### src/sv/svt_pkg.sv
// Shared widths, register codes and reset values for the smoothstep velocity tracker.
`timescale 1ns / 1ps

package svt_pkg;

	// Default fixed-point layout
	localparam int FRAC_BITS_DEF    = 16;
	localparam int UNWRAP_WIDTH_DEF = 40;

	// Field widths
	localparam int TICK_W    = 16;
	localparam int SWEEP_W   = 21;
	localparam int FFS_W     = 23;
	localparam int GAIN_W    = 20;
	localparam int VLIM_W    = 22;
	localparam int HALF_W    = 20;
	localparam int PLIM_W    = 20;
	localparam int MEAS_W    = 21;
	localparam int VEL_W     = 23;
	localparam int ERR_W     = 40;
	localparam int CFG_W     = 23;
	localparam int CFG_IDX_W = 3;

	// Internal widths that follow from the field ranges
	localparam int ERR_SPLIT = 20;   // low half of the error used as an unsigned partial operand
	localparam int PROG_W    = 22;   // sweep progress, |s*sweep| / 2^F <= 2^20
	localparam int FF_W      = 24;   // feedforward before sign, |d*ffs| / 2^F < 1.5 * 2^22
	localparam int ACC_W     = GAIN_W + ERR_W + 1;
	localparam int X_W       = MEAS_W + 2;   // measurement step plus half range

	// Register file codes
	typedef enum logic [CFG_IDX_W-1:0] {
		CFG_DURATION,
		CFG_SWEEP,
		CFG_FF_SCALE,
		CFG_REVERSE,
		CFG_GAIN,
		CFG_VEL_LIMIT,
		CFG_WRAP_HALF,
		CFG_POS_LIMIT
	} cfg_reg_t;

	// Request kinds
	typedef enum logic {
		REQ_START,
		REQ_TICK
	} req_t;

	// Register reset values
	localparam logic [TICK_W-1:0]  DUR_RST   = 16'd500;
	localparam logic [SWEEP_W-1:0] SWEEP_RST = 21'd411775;
	localparam logic [FFS_W-1:0]   FFS_RST   = 23'd82355;
	localparam logic               REV_RST   = 1'b0;
	localparam logic [GAIN_W-1:0]  GAIN_RST  = 20'd131072;
	localparam logic [VLIM_W-1:0]  VLIM_RST  = 22'd655360;
	localparam logic [HALF_W-1:0]  HALF_RST  = 20'd819200;
	localparam logic [PLIM_W-1:0]  PLIM_RST  = 20'd819200;

	localparam logic [TICK_W-1:0]  TICK_SAT  = '1;

endpackage

### src/sv/svt_div.sv
// Restoring shift-subtract divider, one quotient bit per cycle.
`timescale 1ns / 1ps

module svt_div #(
	parameter int NUM_W = 32,
	parameter int DEN_W = 21
) (
	input  logic             clk,
	input  logic             arst_n,
	input  logic             start,
	input  logic [NUM_W-1:0] num,
	input  logic [DEN_W-1:0] den,
	output logic             done,
	output logic [NUM_W-1:0] quot,
	output logic [DEN_W-1:0] rem
);

	localparam int CNT_W = $clog2(NUM_W + 1);

	logic             busy_q;
	logic             done_q;
	logic [CNT_W-1:0] cnt_q;
	logic [NUM_W-1:0] num_q;
	logic [DEN_W-1:0] rem_q;
	logic [DEN_W-1:0] den_q;

	logic [DEN_W:0]   trial;
	logic [DEN_W:0]   trial_sub;
	logic             fits;

	// Bring down the next dividend bit and try the subtract
	always_comb begin
		trial     = {rem_q, num_q[NUM_W-1]};
		trial_sub = trial - {1'b0, den_q};
		fits      = trial >= {1'b0, den_q};
	end

	// Count iterations and flag the last one
	always_ff @(posedge clk or negedge arst_n) begin
		if (!arst_n) begin
			busy_q <= 1'b0;
			done_q <= 1'b0;
			cnt_q  <= '0;
		end else begin
			done_q <= 1'b0;
			if (start) begin
				busy_q <= 1'b1;
				cnt_q  <= CNT_W'(NUM_W);
			end else if (busy_q) begin
				cnt_q <= cnt_q - 1'b1;
				if (cnt_q == CNT_W'(1)) begin
					busy_q <= 1'b0;
					done_q <= 1'b1;
				end
			end
		end
	end

	// Shift quotient bits in as the dividend shifts out
	always_ff @(posedge clk) begin
		if (start) begin
			num_q <= num;
			den_q <= den;
			rem_q <= '0;
		end else if (busy_q) begin
			num_q <= {num_q[NUM_W-2:0], fits};
			rem_q <= fits ? trial_sub[DEN_W-1:0] : trial[DEN_W-1:0];
		end
	end

	assign done = done_q;
	assign quot = num_q;
	assign rem  = rem_q;

endmodule

### src/sv/smoothstep_velocity_tracker_unwrap.sv
// Top level of the smoothstep phase-sweep velocity tracker with position unwrap.
`timescale 1ns / 1ps
//
// Usage: configure the eight registers through cfg_write / cfg_index / cfg_data
// while the block is idle. Requests arrive on in_valid / in_stall with req_type
// and measured_position. A start request (req_type 0) reloads the unwrapper and
// the start position and produces no result; the block stays idle. A tick
// request (req_type 1) produces exactly one result on out_valid / out_stall.
// A tick while running uses the shared divider for the wrap remainder when the
// half range is nonzero and for u while the sweep is not done, one quotient bit
// per cycle, then nine steps reuse a single multiplier. A tick while idle goes
// straight to the emit state. One request is processed at a time;
// in_stall is high from acceptance until the result is loaded into the
// output register, which holds it while out_stall is high. The next request
// may be accepted while a result still waits there. Reset clears the tracker
// state, loads the register defaults and leaves no result pending.
//
module smoothstep_velocity_tracker_unwrap
	import svt_pkg::*;
#(
	parameter int FRAC_BITS    = FRAC_BITS_DEF,
	parameter int UNWRAP_WIDTH = UNWRAP_WIDTH_DEF
) (
	input  logic                     clk,
	input  logic                     arst_n,
	// configuration write port
	input  logic                     cfg_write,
	input  logic [CFG_IDX_W-1:0]     cfg_index,
	input  logic [CFG_W-1:0]         cfg_data,
	// request channel
	input  logic                     in_valid,
	output logic                     in_stall,
	input  logic                     req_type,
	input  logic signed [MEAS_W-1:0] measured_position,
	// result channel
	output logic                     out_valid,
	input  logic                     out_stall,
	output logic signed [VEL_W-1:0]  velocity_command,
	output logic signed [MEAS_W-1:0] position_command,
	output logic signed [ERR_W-1:0]  tracking_error,
	output logic                     phase_done
);

	localparam int W      = UNWRAP_WIDTH;
	localparam int MW     = (FRAC_BITS + 3 > FFS_W) ? FRAC_BITS + 3 : FFS_W;
	localparam int PW     = 2 * MW;
	localparam int NUM_W  = (TICK_W + FRAC_BITS > MEAS_W + 1) ? TICK_W + FRAC_BITS : MEAS_W + 1;
	localparam int DEN_W  = HALF_W + 1;
	localparam int ERRX_W = (W > ERR_W) ? W : ERR_W;
	localparam int SUM_W  = ACC_W + 1;
	localparam int POS_W  = MEAS_W + 1;

	localparam logic [FRAC_BITS:0] ONE_U = {1'b1, {FRAC_BITS{1'b0}}};
	localparam logic [MW-1:0]      ONE_M = {{(MW-1){1'b0}}, 1'b1} << FRAC_BITS;
	localparam logic signed [ERRX_W-1:0] ERR_HI = ERRX_W'({1'b0, {(ERR_W-1){1'b1}}});
	localparam logic signed [ERRX_W-1:0] ERR_LO = ~ERR_HI;

	typedef enum logic [3:0] {
		S_IDLE,
		S_DIFF,
		S_WRAP_DIV,
		S_UNWRAP,
		S_U_DIV,
		S_M1,
		S_M2,
		S_M3,
		S_M4,
		S_M5,
		S_ERR,
		S_FBL,
		S_FBH,
		S_ACC,
		S_VEL,
		S_EMIT
	} state_t;

	state_t state_q;

	// Configuration registers
	logic [TICK_W-1:0]         dur_q;
	logic signed [SWEEP_W-1:0] sweep_q;
	logic signed [FFS_W-1:0]   ffs_q;
	logic                      rev_q;
	logic [GAIN_W-1:0]         gain_q;
	logic [VLIM_W-1:0]         vlim_q;
	logic [HALF_W-1:0]         half_q;
	logic [PLIM_W-1:0]         plim_q;

	// Tracker state
	logic [W-1:0]              unw_q;
	logic signed [MEAS_W-1:0]  prev_q;
	logic [W-1:0]              start_q;
	logic [TICK_W-1:0]         tick_q;
	logic                      running_q;
	logic                      out_valid_q;

	// Working registers
	logic signed [MEAS_W-1:0]  meas_q;
	logic                      done_q;
	logic signed [X_W-1:0]     x_q;
	logic [FRAC_BITS:0]        u_q;
	logic [FRAC_BITS:0]        u2_q;
	logic [FRAC_BITS:0]        d_q;
	logic [FRAC_BITS:0]        s_q;
	logic signed [FF_W-1:0]    ff_q;
	logic [ERR_W-1:0]          err_q;
	logic signed [ACC_W-1:0]   acc_q;
	logic signed [VEL_W-1:0]   vel_q;
	logic signed [PW-1:0]      prod_q;

	// Output register
	logic signed [VEL_W-1:0]   vel_out_q;
	logic signed [MEAS_W-1:0]  pos_out_q;
	logic [ERR_W-1:0]          err_out_q;
	logic                      done_out_q;

	// Combinational datapath
	logic [TICK_W-1:0]         dur_eff;
	logic                      done_c;
	logic                      emit_load;
	logic signed [X_W-1:0]     x_c;
	logic [MEAS_W:0]           absx_c;
	logic [DEN_W-1:0]          period_c;
	logic signed [X_W-1:0]     r_c;
	logic signed [X_W-1:0]     wdiff_c;
	logic [MW-1:0]             u_m;
	logic [MW-1:0]             one_u;
	logic [MW-1:0]             three_u;
	logic signed [MW-1:0]      mul_a;
	logic signed [MW-1:0]      mul_b;
	logic signed [PW-1:0]      prod_c;
	logic signed [PW-1:0]      p6_c;
	logic signed [PROG_W-1:0]  prog_c;
	logic signed [PROG_W:0]    sprog_c;
	logic [W-1:0]              des_c;
	logic [W-1:0]              errw_c;
	logic signed [ERRX_W-1:0]  errs_c;
	logic signed [ERRX_W-1:0]  err_sat_c;
	logic signed [ACC_W-1:0]   fb_c;
	logic signed [ACC_W-1:0]   ffx_c;
	logic signed [ACC_W-1:0]   ffv_c;
	logic signed [SUM_W-1:0]   sum_c;
	logic signed [SUM_W-1:0]   vl_c;
	logic signed [SUM_W-1:0]   vel_c;
	logic signed [POS_W-1:0]   mx_c;
	logic signed [POS_W-1:0]   pl_c;
	logic signed [POS_W-1:0]   pos_c;

	// Divider hookup
	logic                      div_start;
	logic [NUM_W-1:0]          div_num;
	logic [DEN_W-1:0]          div_den;
	logic                      div_done;
	logic [NUM_W-1:0]          div_quot;
	logic [DEN_W-1:0]          div_rem;

	assign in_stall  = (state_q != S_IDLE);
	assign emit_load = (state_q == S_EMIT) && (!out_valid_q || !out_stall);
	assign dur_eff   = (dur_q == '0) ? TICK_W'(1) : dur_q;
	assign done_c    = tick_q >= dur_eff;

	// Unwrap: step, its magnitude for the remainder, and the folded step
	always_comb begin
		x_c      = X_W'(meas_q) - X_W'(prev_q) + X_W'(half_q);
		absx_c   = x_c[X_W-1] ? (MEAS_W+1)'(-x_c) : (MEAS_W+1)'(x_c);
		period_c = {half_q, 1'b0};
		if (half_q == '0) begin
			r_c = x_q;
		end else if (x_q[X_W-1] && (div_rem != '0)) begin
			r_c = X_W'(period_c) - X_W'(div_rem);
		end else begin
			r_c = X_W'(div_rem);
		end
		wdiff_c = r_c - X_W'(half_q);
	end

	// Divider operands: wrap remainder first, then u
	always_comb begin
		div_start = ((state_q == S_DIFF) && (half_q != '0)) ||
		            ((state_q == S_UNWRAP) && !done_q);
		if (state_q == S_DIFF) begin
			div_num = NUM_W'(absx_c);
			div_den = period_c;
		end else begin
			div_num = NUM_W'({tick_q, {FRAC_BITS{1'b0}}});
			div_den = DEN_W'(dur_eff);
		end
	end

	svt_div #(
		.NUM_W(NUM_W),
		.DEN_W(DEN_W)
	) u_div (
		.clk   (clk),
		.arst_n(arst_n),
		.start (div_start),
		.num   (div_num),
		.den   (div_den),
		.done  (div_done),
		.quot  (div_quot),
		.rem   (div_rem)
	);

	// Select multiplier operands for the current step
	always_comb begin
		u_m     = MW'(u_q);
		one_u   = ONE_M - u_m;
		three_u = ONE_M + (ONE_M << 1) - (u_m << 1);
		mul_a   = '0;
		mul_b   = '0;
		unique case (state_q)
			S_M1: begin
				mul_a = signed'(u_m);
				mul_b = signed'(u_m);
			end
			S_M2: begin
				mul_a = signed'(u_m);
				mul_b = signed'(one_u);
			end
			S_M3: begin
				mul_a = signed'(MW'(u2_q));
				mul_b = signed'(three_u);
			end
			S_M4: begin
				mul_a = signed'(MW'(d_q));
				mul_b = MW'(ffs_q);
			end
			S_M5: begin
				mul_a = signed'(MW'(s_q));
				mul_b = MW'(sweep_q);
			end
			S_FBL: begin
				mul_a = signed'(MW'(gain_q));
				mul_b = signed'(MW'(err_q[ERR_SPLIT-1:0]));
			end
			S_FBH: begin
				mul_a = signed'(MW'(gain_q));
				mul_b = MW'(signed'(err_q[ERR_W-1:ERR_SPLIT]));
			end
			default: begin
				mul_a = '0;
				mul_b = '0;
			end
		endcase
		prod_c = mul_a * mul_b;
		p6_c   = (prod_q <<< 2) + (prod_q <<< 1);
	end

	// Desired position and saturated tracking error
	always_comb begin
		prog_c  = prod_q[FRAC_BITS +: PROG_W];
		sprog_c = rev_q ? -((PROG_W+1)'(prog_c)) : (PROG_W+1)'(prog_c);
		des_c   = start_q + W'(sprog_c);
		errw_c  = des_c - unw_q;
		errs_c  = ERRX_W'(signed'(errw_c));
		if (errs_c > ERR_HI) begin
			err_sat_c = ERR_HI;
		end else if (errs_c < ERR_LO) begin
			err_sat_c = ERR_LO;
		end else begin
			err_sat_c = errs_c;
		end
	end

	// Feedforward plus feedback, clamped to the velocity limit
	always_comb begin
		fb_c  = acc_q >>> FRAC_BITS;
		ffx_c = ACC_W'(ff_q);
		ffv_c = rev_q ? -ffx_c : ffx_c;
		sum_c = SUM_W'(fb_c) + SUM_W'(ffv_c);
		vl_c  = SUM_W'(vlim_q);
		if (sum_c > vl_c) begin
			vel_c = vl_c;
		end else if (sum_c < -vl_c) begin
			vel_c = -vl_c;
		end else begin
			vel_c = sum_c;
		end
	end

	// Position command: clamp the raw measurement
	always_comb begin
		mx_c = POS_W'(meas_q);
		pl_c = POS_W'(plim_q);
		if (mx_c > pl_c) begin
			pos_c = pl_c;
		end else if (mx_c < -pl_c) begin
			pos_c = -pl_c;
		end else begin
			pos_c = mx_c;
		end
	end

	// Sequencer, configuration and tracker state
	always_ff @(posedge clk or negedge arst_n) begin
		if (!arst_n) begin
			state_q     <= S_IDLE;
			dur_q       <= DUR_RST;
			sweep_q     <= SWEEP_RST;
			ffs_q       <= FFS_RST;
			rev_q       <= REV_RST;
			gain_q      <= GAIN_RST;
			vlim_q      <= VLIM_RST;
			half_q      <= HALF_RST;
			plim_q      <= PLIM_RST;
			unw_q       <= '0;
			prev_q      <= '0;
			start_q     <= '0;
			tick_q      <= '0;
			running_q   <= 1'b0;
			out_valid_q <= 1'b0;
		end else begin
			// register writes
			if (cfg_write) begin
				unique case (cfg_reg_t'(cfg_index))
					CFG_DURATION:  dur_q   <= cfg_data[TICK_W-1:0];
					CFG_SWEEP:     sweep_q <= cfg_data[SWEEP_W-1:0];
					CFG_FF_SCALE:  ffs_q   <= cfg_data[FFS_W-1:0];
					CFG_REVERSE:   rev_q   <= cfg_data[0];
					CFG_GAIN:      gain_q  <= cfg_data[GAIN_W-1:0];
					CFG_VEL_LIMIT: vlim_q  <= cfg_data[VLIM_W-1:0];
					CFG_WRAP_HALF: half_q  <= cfg_data[HALF_W-1:0];
					CFG_POS_LIMIT: plim_q  <= cfg_data[PLIM_W-1:0];
					default: ;
				endcase
			end

			// hold the result until taken
			if (emit_load) begin
				out_valid_q <= 1'b1;
			end else if (!out_stall) begin
				out_valid_q <= 1'b0;
			end

			unique case (state_q)
				S_IDLE: begin
					if (in_valid) begin
						if (req_t'(req_type) == REQ_START) begin
							unw_q     <= W'(measured_position);
							start_q   <= W'(measured_position);
							prev_q    <= measured_position;
							tick_q    <= '0;
							running_q <= 1'b1;
						end else begin
							state_q <= running_q ? S_DIFF : S_EMIT;
						end
					end
				end
				S_DIFF: begin
					state_q <= (half_q == '0) ? S_UNWRAP : S_WRAP_DIV;
				end
				S_WRAP_DIV: begin
					if (div_done) begin
						state_q <= S_UNWRAP;
					end
				end
				S_UNWRAP: begin
					unw_q   <= unw_q + W'(wdiff_c);
					prev_q  <= meas_q;
					state_q <= done_q ? S_M1 : S_U_DIV;
				end
				S_U_DIV: begin
					if (div_done) begin
						state_q <= S_M1;
					end
				end
				S_M1:  state_q <= S_M2;
				S_M2:  state_q <= S_M3;
				S_M3:  state_q <= S_M4;
				S_M4:  state_q <= S_M5;
				S_M5:  state_q <= S_ERR;
				S_ERR: state_q <= S_FBL;
				S_FBL: state_q <= S_FBH;
				S_FBH: state_q <= S_ACC;
				S_ACC: state_q <= S_VEL;
				S_VEL: begin
					// advance the tick count, drop running on the completing tick
					if (tick_q != TICK_SAT) begin
						tick_q <= tick_q + 1'b1;
					end
					if (done_q) begin
						running_q <= 1'b0;
					end
					state_q <= S_EMIT;
				end
				S_EMIT: begin
					if (emit_load) begin
						state_q <= S_IDLE;
					end
				end
				default: state_q <= S_IDLE;
			endcase
		end
	end

	// Datapath registers
	always_ff @(posedge clk) begin
		prod_q <= prod_c;
		case (state_q)
			S_IDLE: begin
				if (in_valid) begin
					meas_q <= measured_position;
					done_q <= done_c;
					vel_q  <= '0;
					err_q  <= '0;
				end
			end
			S_DIFF: x_q <= x_c;
			S_UNWRAP: begin
				if (done_q) begin
					u_q <= ONE_U;
				end
			end
			S_U_DIV: begin
				if (div_done) begin
					u_q <= (FRAC_BITS+1)'(div_quot[FRAC_BITS-1:0]);
				end
			end
			S_M2:  u2_q <= prod_q[FRAC_BITS +: FRAC_BITS+1];
			S_M3:  d_q  <= p6_c[FRAC_BITS +: FRAC_BITS+1];
			S_M4:  s_q  <= prod_q[FRAC_BITS +: FRAC_BITS+1];
			S_M5:  ff_q <= prod_q[FRAC_BITS +: FF_W];
			S_ERR: err_q <= ERR_W'(err_sat_c);
			S_FBH: acc_q <= ACC_W'(prod_q);
			S_ACC: acc_q <= acc_q + (ACC_W'(prod_q) <<< ERR_SPLIT);
			S_VEL: vel_q <= VEL_W'(vel_c);
			S_EMIT: begin
				if (emit_load) begin
					vel_out_q  <= vel_q;
					pos_out_q  <= MEAS_W'(pos_c);
					err_out_q  <= err_q;
					done_out_q <= done_q;
				end
			end
			default: ;
		endcase
	end

	assign out_valid        = out_valid_q;
	assign velocity_command = vel_out_q;
	assign position_command = pos_out_q;
	assign tracking_error   = signed'(err_out_q);
	assign phase_done       = done_out_q;

endmodule

### config.mk
export PLATFORM = sky130hd
export DESIGN_NAME = smoothstep_velocity_tracker_unwrap
export DESIGN_NICKNAME = d
export VERILOG_FILES = /design/src/sv/svt_pkg.sv /design/src/sv/svt_div.sv /design/src/sv/smoothstep_velocity_tracker_unwrap.sv
export SDC_FILE = /design/constraint.sdc
export NUM_CORES = 2
export LEC_CHECK = 0
export ABC_CLOCK_PERIOD_IN_PS = 15000
export BUFFER_PORTS_ARGS = -buffer_cell sky130_fd_sc_hd__buf_4
export CAP_MARGIN = 20
export CORE_ASPECT_RATIO = 0.7
export CORE_MARGIN = 1
export CORE_UTILIZATION = 40
export CTS_CLUSTER_SIZE = 16
export DETAILED_ROUTE_END_ITERATION = 6
export SLEW_MARGIN = 20
export SYNTH_ARGS = -nofsm -noshare
export SYNTH_HDL_FRONTEND = slang
export SYNTH_SLANG_ARGS = --single-unit
### constraint.sdc
create_clock -name clk -period 15 [get_ports clk]
set_input_delay 1.5 -clock clk [delete_from_list [all_inputs] [get_ports clk]]
set_output_delay 1.5 -clock clk [all_outputs]
set_load 0.1 [all_outputs]
==> results.md <==
* Top cell by count, worst path: fa_1
* Die X-Extent at 490 um
* Power, Total at 6100 uW
* Synth cell types at 91
* Global-route wire length before repair at 346000 um
* Final setup fails at 0
* DRT Wirelength at 234000 um
* Largest net degree at the start of global routing at 76
* Peak supply drop at 82.1 uV
* Largest cells by area after synthesis: edfxtp_1 17%, fa_1 15%, ha_1 11%
* Slowest stage cell, crit path: nand3_1
* Ys flop type: edfxtp_1
* DRT iter0 DRCs at 6430
* CP max FO at 39
* Register area share after synthesis at 28.9%
* Post-CTS Setup Bufs at 0
* YS warnings at 0
* Cell Pwr Density at 83.7 nW/um^2
* Core Box Area at 164000 um^2
* Max-slew headroom at 14.1%
* TritonCTS sink count at 703
* Element type at the critical path start: flip-flop
* Commonest non-fill, non-tap cell in the layout: inv_1
* Final setup TNS at 0 ns
* Status: finished with violations
* Number of global-route vias before repair at 52200
* Max stage delay on crit path at 0.88 ns
* Top cell type's share of synthesized area at 17.3%
* Dpl cells at 9409
* RSZ-0062 raised after global routing: no
* Ys async rst share at 36.3%
* Synthesis-stage register bit count at 703
* Clock Tree Buf Depth at 3
* Max Cap Viol at 0
* Final Core Density at 44.4%
* Layout Nets at 8440
* Final period util at 71.4%
* EDFF count, synth at 383
* Hold_buf cts at 0
* Row cnt at 124
* Final Critical Period at 10.71 ns
* Syn avg cell area at 9.21 um^2
* PortBufs at 139
* Hold depth at 0
* Syn Inst Count at 7237
* Reg2Reg Depth at 31
* Share of cells above drive strength 1 at 8.36%
* Slew Viols, Final at 0
* Die height at 343 um
* Crit path DAT at 11.29 ns
* Initial antenna violation count at 19
* Yosys top cell by area: edfxtp_1
* DR WL/cell at 24.5 um
* Grt total ovfl at 0
* CTS Buf Count at 76
* Initial Utilization at 40.6%
* Gr usage total at 27.7%
* Layout area overhead at 9.46%
* Commonest non-fill, non-tap cells in the layout: 936 x inv_1, 686 x nand2_1, 603 x ha_1, 556 x nor2_1, 501 x fa_1
* Hold Path Class: reg2reg
* Drt drc at 10
* Dpl hpwl at 184000 um
* WP data required at 15.59 ns
* # resized after CTS at 0
* Layout Skew at 0.0512 ns
* Mapped cell area at 66600 um^2
* Worst-Margin Slew at 1.27 ns
* CTS H-tree lvls at 3
* Reg clk slew, reported paths at 0.09 ns
* Placer Congestion at 1.00
* Max Clock Freq at 93.4 MHz
* Critical path class: reg2reg
* Endpoint type of the worst setup path: flip-flop
* Root Buffer: clkbuf_16
* Final std cells w/o fill at 9557
* Final hold violations at 0
* DR vias at 55300
* Worst-Skew Late Latency at 0.71 ns
* Lkg Pwr at 0.0332 uW
* Failing checks: design-rule violations
* CTS tree: done
* DR vias/cell at 5.79
* Die area at 168000 um^2
* DRT antenna net count at 0
* I/O pins at 140
* Mapped Nets at 8394
* Drt first pass iters at 7
==> sequential cells by signal (all words and copies together), names as in the netlist, 22 cells and up <==
register	cells
err_q	40
ffs_q	23
acc_q	45
ff_q	24
u_div.quot	32
prod_q	44
vel_q	23
x_q	23
tracking_error	40
velocity_command	23
unw_q	40
vlim_q	22
==> cells by family (layout without fill, tap and decap cells) <==
group	count (synthesis)	count (layout)	share of synthesized area, %
other	0	5	0
and+or+nand+nor	2035	2035	14.2
xor gates and xnor gates	404	404	5.31
muxes	169	169	2.79
buffers and inverters	1209	1319	6.84
DFF	703	703	28.9
AOI/OAI and AO/OA	1613	1613	15.6
adders and majority gates	1104	1104	26.4
==> cell usage after synthesis (45+ instances only) <==
| master | instances |
|---|---|
| a211oi_1 | 70 |
| a21o_1 | 187 |
| a21oi_1 | 440 |
| a22oi_1 | 68 |
| a31oi_1 | 45 |
| and2_1 | 58 |
| and3_1 | 50 |
| clkbuf_1 | 248 |
| dfrtp_1 | 221 |
| dfxtp_1 | 65 |
| edfxtp_1 | 383 |
| fa_1 | 501 |
| ha_1 | 603 |
| inv_1 | 938 |
| mux2_2 | 135 |
| nand2_1 | 688 |
| nand2b_1 | 75 |
| nand3_1 | 136 |
| nand4_1 | 76 |
| nor2_1 | 562 |
| nor2b_1 | 80 |
| nor3_1 | 99 |
| nor4_1 | 59 |
| o21a_1 | 57 |
| o21ai_0 | 364 |
| o21bai_1 | 55 |
| or3_1 | 56 |
| xnor2_1 | 276 |
| xor2_1 | 128 |
==> where the power goes <==
group / internal [uW] / total, uW / switching, uW
Combinational: 704 / 1860 / 1150
Sequential: 2140 / 2260 / 124
Clock: 1090 / 1980 / 897
==> area by class of cell <==
class | instances | area [um^2]
sequential | 703 | 19200
tap | 2205 | 2760
timing repair buffer | 236 | 1800
antenna | 5 | 12.5
clock buffer | 103 | 2050
clock inverter | 39 | 473
inverter | 941 | 3530
fill | 15800 | 91400
multi-input combinational | 5325 | 43100
==> metal layers <==
layer  share of wire (%)  routed length (um)  vias up  track usage [%]
met3                  13               31200      306             10.0
met2                  36               85100     2683             34.8
met5               0.036                  85        -                0
met1                  48              112000    27300             43.5
met4                 2.3                5480       14             6.42
li1                    -                   -    25000                -
==> through the flow <==
stage          hold slack (ns)  setup slack (ns)  cell area (um^2)
2_1_floorplan            0.400              5.81             66600
3_3_place_gp             0.404              4.56             70300
3_5_place_dp             0.405              4.37             70400
4_1_cts                  0.418              4.39             72900
5_1_grt                  0.421              3.72             72900
6_report                 0.413              4.29             72900
==> path summary, 6_finish.rpt <==
kind                            start              endpoint  slack, ns
min in group asynchronous      arst_n             unw_q[30]       0.81
setup reg to reg           state_q[2]            prod_q[41]       4.29
hold reg to reg             vel_q[19]  velocity_command[19]       0.41
max in group asynchronous      arst_n                 rev_q      12.63
setup / recovery           state_q[2]            prod_q[41]       4.29
hold / removal              vel_q[19]  velocity_command[19]       0.41
==> worst max-delay path, delay by kind of cell, from the launching register on <==
| kind | cells | cell delay, ns |
|---|---|---|
| buffers and inverters | 8 | 1.53 |
| AO/OA/AOI/OAI | 7 | 1.61 |
| XOR/XNOR | 1 | 0.13 |
| adder cells (fa/ha/maj) | 8 | 4.25 |
| AND/OR/NAND/NOR | 7 | 2.39 |
| flip-flops | 1 | 0.65 |
Power figures use the tool's default switching activity.
